<file path="src/nflp_pkg.sv">
// Package for the numeric for-loop prepare block: word size, status codes,
// queue entry and queue status types, a shared helper (sext). No dependencies.
package nflp_pkg;

   localparam int WORD_BITS = 64;
   localparam int QUEUE_DEPTH = 4;
   localparam int QUEUE_PTR_BITS = $clog2(QUEUE_DEPTH);

   localparam logic [63:0] MAX_INT = {1'b0, {63{1'b1}}} >> (64 - WORD_BITS);
   localparam logic [63:0] MIN_INT = ~MAX_INT;
   localparam logic [63:0] HALF_RANGE = MAX_INT + 64'd1;

   typedef enum logic [1:0] {
      ST_RUN       = 2'd0,
      ST_SKIP      = 2'd1,
      ST_ZERO_STEP = 2'd2
   } status_type;

   typedef struct packed {
      logic [63:0] init;
      logic [63:0] lim;
      logic [63:0] step;
      logic        zero_step;
      logic        skip;
      logic        step_neg;
   } entry_type;

   typedef struct packed {
      logic empty;
      logic full;
   } queue_status_type;

   // Take the low WORD_BITS bits and sign-extend them to 64.
   function automatic logic [63:0] sext(input logic [63:0] v);
      logic [63:0] r;
      for (int i = 0; i < 64; i++) begin
         r[i] = (i < WORD_BITS) ? v[i] : v[WORD_BITS-1];
      end
      return r;
   endfunction

endpackage

</file>
<file path="src/nflp_queue.sv">
// Short queue between the front and back parts.
// Depends on nflp_pkg.
module nflp_queue (
   input  logic                         clock,
   input  logic                         reset,
   input  logic                         push,
   input  nflp_pkg::entry_type          push_data,
   input  logic                         pop,
   output nflp_pkg::entry_type          head,
   output nflp_pkg::queue_status_type   status
);

   nflp_pkg::entry_type mem_ff [nflp_pkg::QUEUE_DEPTH];
   logic [nflp_pkg::QUEUE_PTR_BITS-1:0] wr_ff, wr_in, rd_ff, rd_in;
   logic [nflp_pkg::QUEUE_PTR_BITS:0]   count_ff, count_in;
   logic do_push, do_pop;

   assign status.empty = (count_ff == '0);
   assign status.full  = (count_ff == (nflp_pkg::QUEUE_PTR_BITS+1)'(nflp_pkg::QUEUE_DEPTH));
   assign do_push = push && !status.full;
   assign do_pop  = pop && !status.empty;
   assign head = mem_ff[rd_ff];

   always_comb begin
      wr_in    = do_push ? wr_ff + 1'b1 : wr_ff;
      rd_in    = do_pop ? rd_ff + 1'b1 : rd_ff;
      count_in = count_ff + (nflp_pkg::QUEUE_PTR_BITS+1)'(do_push)
                          - (nflp_pkg::QUEUE_PTR_BITS+1)'(do_pop);
   end

   always_ff @(posedge clock) begin
      if (reset) begin
         wr_ff    <= '0;
         rd_ff    <= '0;
         count_ff <= '0;
      end else begin
         wr_ff    <= wr_in;
         rd_ff    <= rd_in;
         count_ff <= count_in;
      end
   end

   always_ff @(posedge clock) begin
      if (do_push) mem_ff[wr_ff] <= push_data;
   end

endmodule

</file>
<file path="config.mk">
export PLATFORM = sky130hd
export DESIGN_NAME = nflp_queue
export DESIGN_NICKNAME = d
export VERILOG_FILES = /design/src/nflp_pkg.sv /design/src/nflp_queue.sv
export SDC_FILE = /design/constraint.sdc
export NUM_CORES = 1
export LEC_CHECK = 0
export BUFFER_PORTS_ARGS = -buffer_cell sky130_fd_sc_hd__buf_4
export CAP_MARGIN = 20
export CORE_MARGIN = 4
export CORE_UTILIZATION = 48
export CTS_CLUSTER_DIAMETER = 50
export DETAILED_ROUTE_END_ITERATION = 7
export PLACE_DENSITY = 0.73
export SYNTH_ARGS = -nofsm -noshare
export SYNTH_HDL_FRONTEND = slang
export SYNTH_SLANG_ARGS = --single-unit
</file>
<file path="constraint.sdc">
create_clock -name clock -period 8.45 [get_ports clock]
set_clock_uncertainty 0.2 [all_clocks]
set_input_delay 0.4225 -clock clock [delete_from_list [all_inputs] [get_ports clock]]
set_output_delay 0.4225 -clock clock [all_outputs]
set_load 0.005 [all_outputs]
</file>
# Word-level counts from Yosys, hierarchy flattened
# Memory sizes are Yosys's and may differ from the RTL's. A register that Yosys moved wholly into a read port is not among the register bits.
# Cells that the tools add are included.
# totals
ramBits,780
word_cells,18
input_bits,199
out_inout_bits,197
n_memories,1
ff_bits,7
# mem_list
name,depth,word_bits,rd,rd_clocked_by_memory_dff,write_ports,line,text
mem_ff,4,195,1,1,1,nflp_queue.sv:13,nflp_pkg::entry_type mem_ff [nflp_pkg::QUEUE_DEPTH];
# classes
n_addsub,4
n_reduce_logical,5
eq_ne,1
mux,4
# op_table
cell,count
"2-bit by 1-bit adder with 2-bit output, second input constant",2
2-bit two-way mux,2
3-bit by 1-bit adder with 3-bit output,1
"3-bit equality test, second input constant",1
3-bit zero test,1
3-bit by 1-bit subtractor with 3-bit output,1
1-bit logical AND,2
1-bit zero test,2
1-bit two-way mux,2

# Logic depth before layout (Yosys ltp)
# depth
ltp_word,5
mapped_depth,10
depth_no_buf,10

# Worst setup path before layout
# OpenSTA, ideal clock, no wires.
# synth_path
kind,reg2reg
start,register count_ff[2] (netlist bit)
end,"memory mem_ff[0][0] (netlist bit), enable pin"
synth_period_minus_slack_ps,5997
n_path_buf,0
arrival_ps,5218
stages_incl_launch_ff,4
slack_ps,2453
cell_sequence,dfxtp_1 > nor3b_1 > nor2_1 > and2_1
# synth_rtl
element,line,text
"start, declared",nflp_queue.sv:15,"logic [nflp_pkg::QUEUE_PTR_BITS:0] count_ff, count_in;"
"start signal, assigned",nflp_queue.sv:39,count_ff <= count_in;
"end, declared",nflp_queue.sv:13,

==> impl_metrics.py <==
metrics = {
    "run_status": {
        "outcome": "finished clean",
    },
    "clock_network": {
        "cts_num_sinks": 789,
        "cts_tree": "built",
        "clk_pin_slew_ns": 0.06,
        "cts.htree.levels": 3,
        "numCtsBuffers": 85,
        "clockRootBuffer": "clkbuf_16",
        "clock_latency_ns": 0.58,
        "cts_resized": 0,
        "clockBufferDepth": 3,
    },
    "cells_and_area": {
        "fin_nets": 1926,
        "multi_input_area_sq_um": 4654,
        "area_growth_syn_to_layout_pct": 29.45,
        "final_cell_mix": "edfxtp_1 (780), buf_4 (411), dlygate4sd3_1 (196), mux4_2 (195), clkbuf_16 (87)",
        "register_area_sq_um": 23610,
        "fillers": 3914,
        "final_cells": 2565,
        "drive_above_1_share": 0.4139,
        "final_common_cell": "edfxtp_1",
        "stdcell_area_sq_um": 37030,
    },
    "sta": {
        "setup_violations": 0,
        "finalCritPeriodShare": 0.4616,
        "relSlewSlack": 0.2909,
        "fin_tns_setup_ns": 0,
        "rsz0062_at_grt": "false",
        "worstMarginPinSlew_ns": 1.064,
        "hold_ws_ns": 0.07360,
        "clock.fmax_ghz": 0.2564,
        "final-hold-violation-count": 0,
        "drv_slew": 0,
        "period_minus_slack_ns": 3.900,
    },
    "worst_setup_path": {
        "cp_data_arrival_time_ns": 3.28,
        "path_buf_inv": 2,
        "cp_slowest_cell": "dfxtp_4",
        "start_kind": "flip-flop",
        "reg2reg_depth": 5,
        "critPathRequiredTime_ns": 7.83,
        "crit_chain": "buf_4, mux4_2, buf_4",
        "worstSetupEndpoint": "head[19]",
        "path_max_fanout": 66,
        "critical_path_cell_count": 3,
        "path_class": "reg -> out",
        "rr_startpoint": "count_ff[1]",
        "critical-path-max-stage-delay_ns": 0.99,
        "worstSetupEndpointType": "primary output",
        "ff2ff_setup_slack_ns": 4.85,
        "reg2reg_to": "mem_ff[1][185]",
        "crit_family": "buffers and inverters",
        "crit_top_cell": "buf_4",
    },
    "die": {
        "dieWidth_microns": 252.1,
        "floorplan.initialDensity": 0.4847,
        "die_h_microns": 252.1,
        "dieArea_sq_um": 63570,
        "fp-row-count": 89,
        "io-pin-count": 396,
        "core_area_sq_um": 59020,
    },
    "logic_synthesis": {
        "syn-cell-area_sq_um": 28610,
        "ys_seq_elements": 789,
        "synth-seq-area-share": 0.8251,
        "avgSynthCellArea_sq_um": 26.74,
        "ys_warn_count": 0,
        "synth_cell_types": 23,
        "syn_nets": 1276,
        "synthCells": 1070,
    },
    "route": {
        "wl_met3_microns": 3762,
        "wl_per_cell_microns": 23.38,
        "drtIter0Drc": 962,
        "dr_wl_met2_microns": 31140,
        "dr.pass1.iters": 5,
        "drc_errors": 0,
        "via_count": 13700,
        "ant_nets": 0,
        "top_layer": "met4",
        "viasPerCell": 5.340,
        "wl_met1_microns": 23400,
        "wl_microns": 59980,
    },
    "placement": {
        "placed_cells": 2210,
        "place_area_sq_um": 32370,
        "port_buffers": 395,
        "gp_congestion": 0.7513,
        "hpwl_microns": 35300,
    },
    "min_path": {
        "hp-class": "in -> reg",
    },
    "global_route": {
        "grt_start_max_net_pins": 76,
        "overflow": 0,
        "track_usage": 0.1884,
        "grt_pass1_vias": 14920,
        "grt_pass1_wl_microns": 91030,
        "antenna_found_initial": 10,
    },
    "pwr": {
        "power_density_nw_per_um2": 287.9,
        "p_leak_nw": 12.49,
        "peakVddDrop_mv": 0.2393,
    },
    "job": {
        "drv_cap": 0,
    },
}
==> final cells by class <==
cell class                      count  share of cell area
Multi-Input combinational cell    228              0.1257
Antenna cell                        9           0.0006081
Clock buffer                      102             0.06031
Inverter                            8           0.0008109
Tap cell                          773             0.02612
Sequential cell                   789              0.6375
Timing Repair Buffer              608              0.1368
Clock inverter                     48             0.01210
==> cells in the mapped netlist <==
library cell  number  area (sq um)
a21oi_1            2         10.01
and2_1             4         25.02
buf_2             21         105.1
buf_6             18         202.7
clkbuf_1           6         22.52
dfxtp_1            9         180.2
edfxtp_1         780         23420
fa_1               1         20.02
ha_1               6         75.07
inv_1              8         30.03
mux2i_1            1         10.01
mux4_2           195          4392
nand2_1            1         3.750
nand2b_1           2         12.51
nor2_1             4         15.01
nor2b_1            2         12.51
nor3_1             1         5.000
nor3b_1            1         7.510
o21ai_0            2         10.01
o31ai_1            1         7.510
or3_1              2         12.51
xnor2_1            2         17.52
xor2_1             1         8.760
==> power breakdown <==
part / internal, mW / switching, mW / total (mW)
registers: 4.70 / 0.144 / 4.85
logic: 1.29 / 1.03 / 2.32
clock network: 2.05 / 1.44 / 3.49
==> metrics by stage <==
stage | power (mW) | utilization | worst slack (ns)
after floorplan | 6.188 | - | 2.453
after global placement | 7.188 | 0.5484 | 4.782
after detailed placement | 7.223 | 0.5484 | 4.740
after CTS | 10.82 | 0.6271 | 4.446
after global routing | 11.14 | 0.6274 | 4.321
final | 10.66 | 0.6275 | 4.550
==> layer usage <==
layer	up-vias	track usage
met1	7138	0.2515
met4	0	0.06557
met3	104	0.04065
met5	-	0
met2	500	0.3129
li1	5955	-
==> repair_timing <==
item | CTS | global route
hold buffers | 196 | 0
setup buffers | 0 | 0
endpoints found under the hold margin | 789 | 0
==> cell families (layout without fill, tap and decap cells) <==
group	Yosys count	in the layout	synth area share
muxes	196	196	0.1539
xor gates and xnor gates	3	3	0.0009186
DFF	789	789	0.8251
buffers and inverters	53	766	0.01260
AOI/OAI and AO/OA	5	5	0.0009623
and+or+nand+nor	17	17	0.003280
adders and majority gates	7	7	0.003324
other	0	9	0
==> registers in the layout, summed over array words and instances, names as in the netlist, named ones only <==
name      count
count_ff      3
rd_ff         2
mem_ff      780
wr_ff         2
==> worst reg2reg max path: cells and delay by family, from the launching register on <==
family | cells | cell delay (ns)
DFF | 1 | 0.41
buffers and inverters | 2 | 1.61
and+or+nand+nor | 3 | 0.99
==> worst min path at each step <==
stage	end	from	cells past startpoint	slack (ns)
floorplan	flip-flop	rd_ff[1]	2	0.26
global placement	flip-flop	rd_ff[1]	2	0.27
detailed placement	flip-flop	rd_ff[1]	2	0.28
global route	flip-flop	pop	4	0.08
finish	wr_ff[0]	push	4	0.07
CTS	flip-flop	pop	4	0.004
Power figures use the tool's default switching activity.
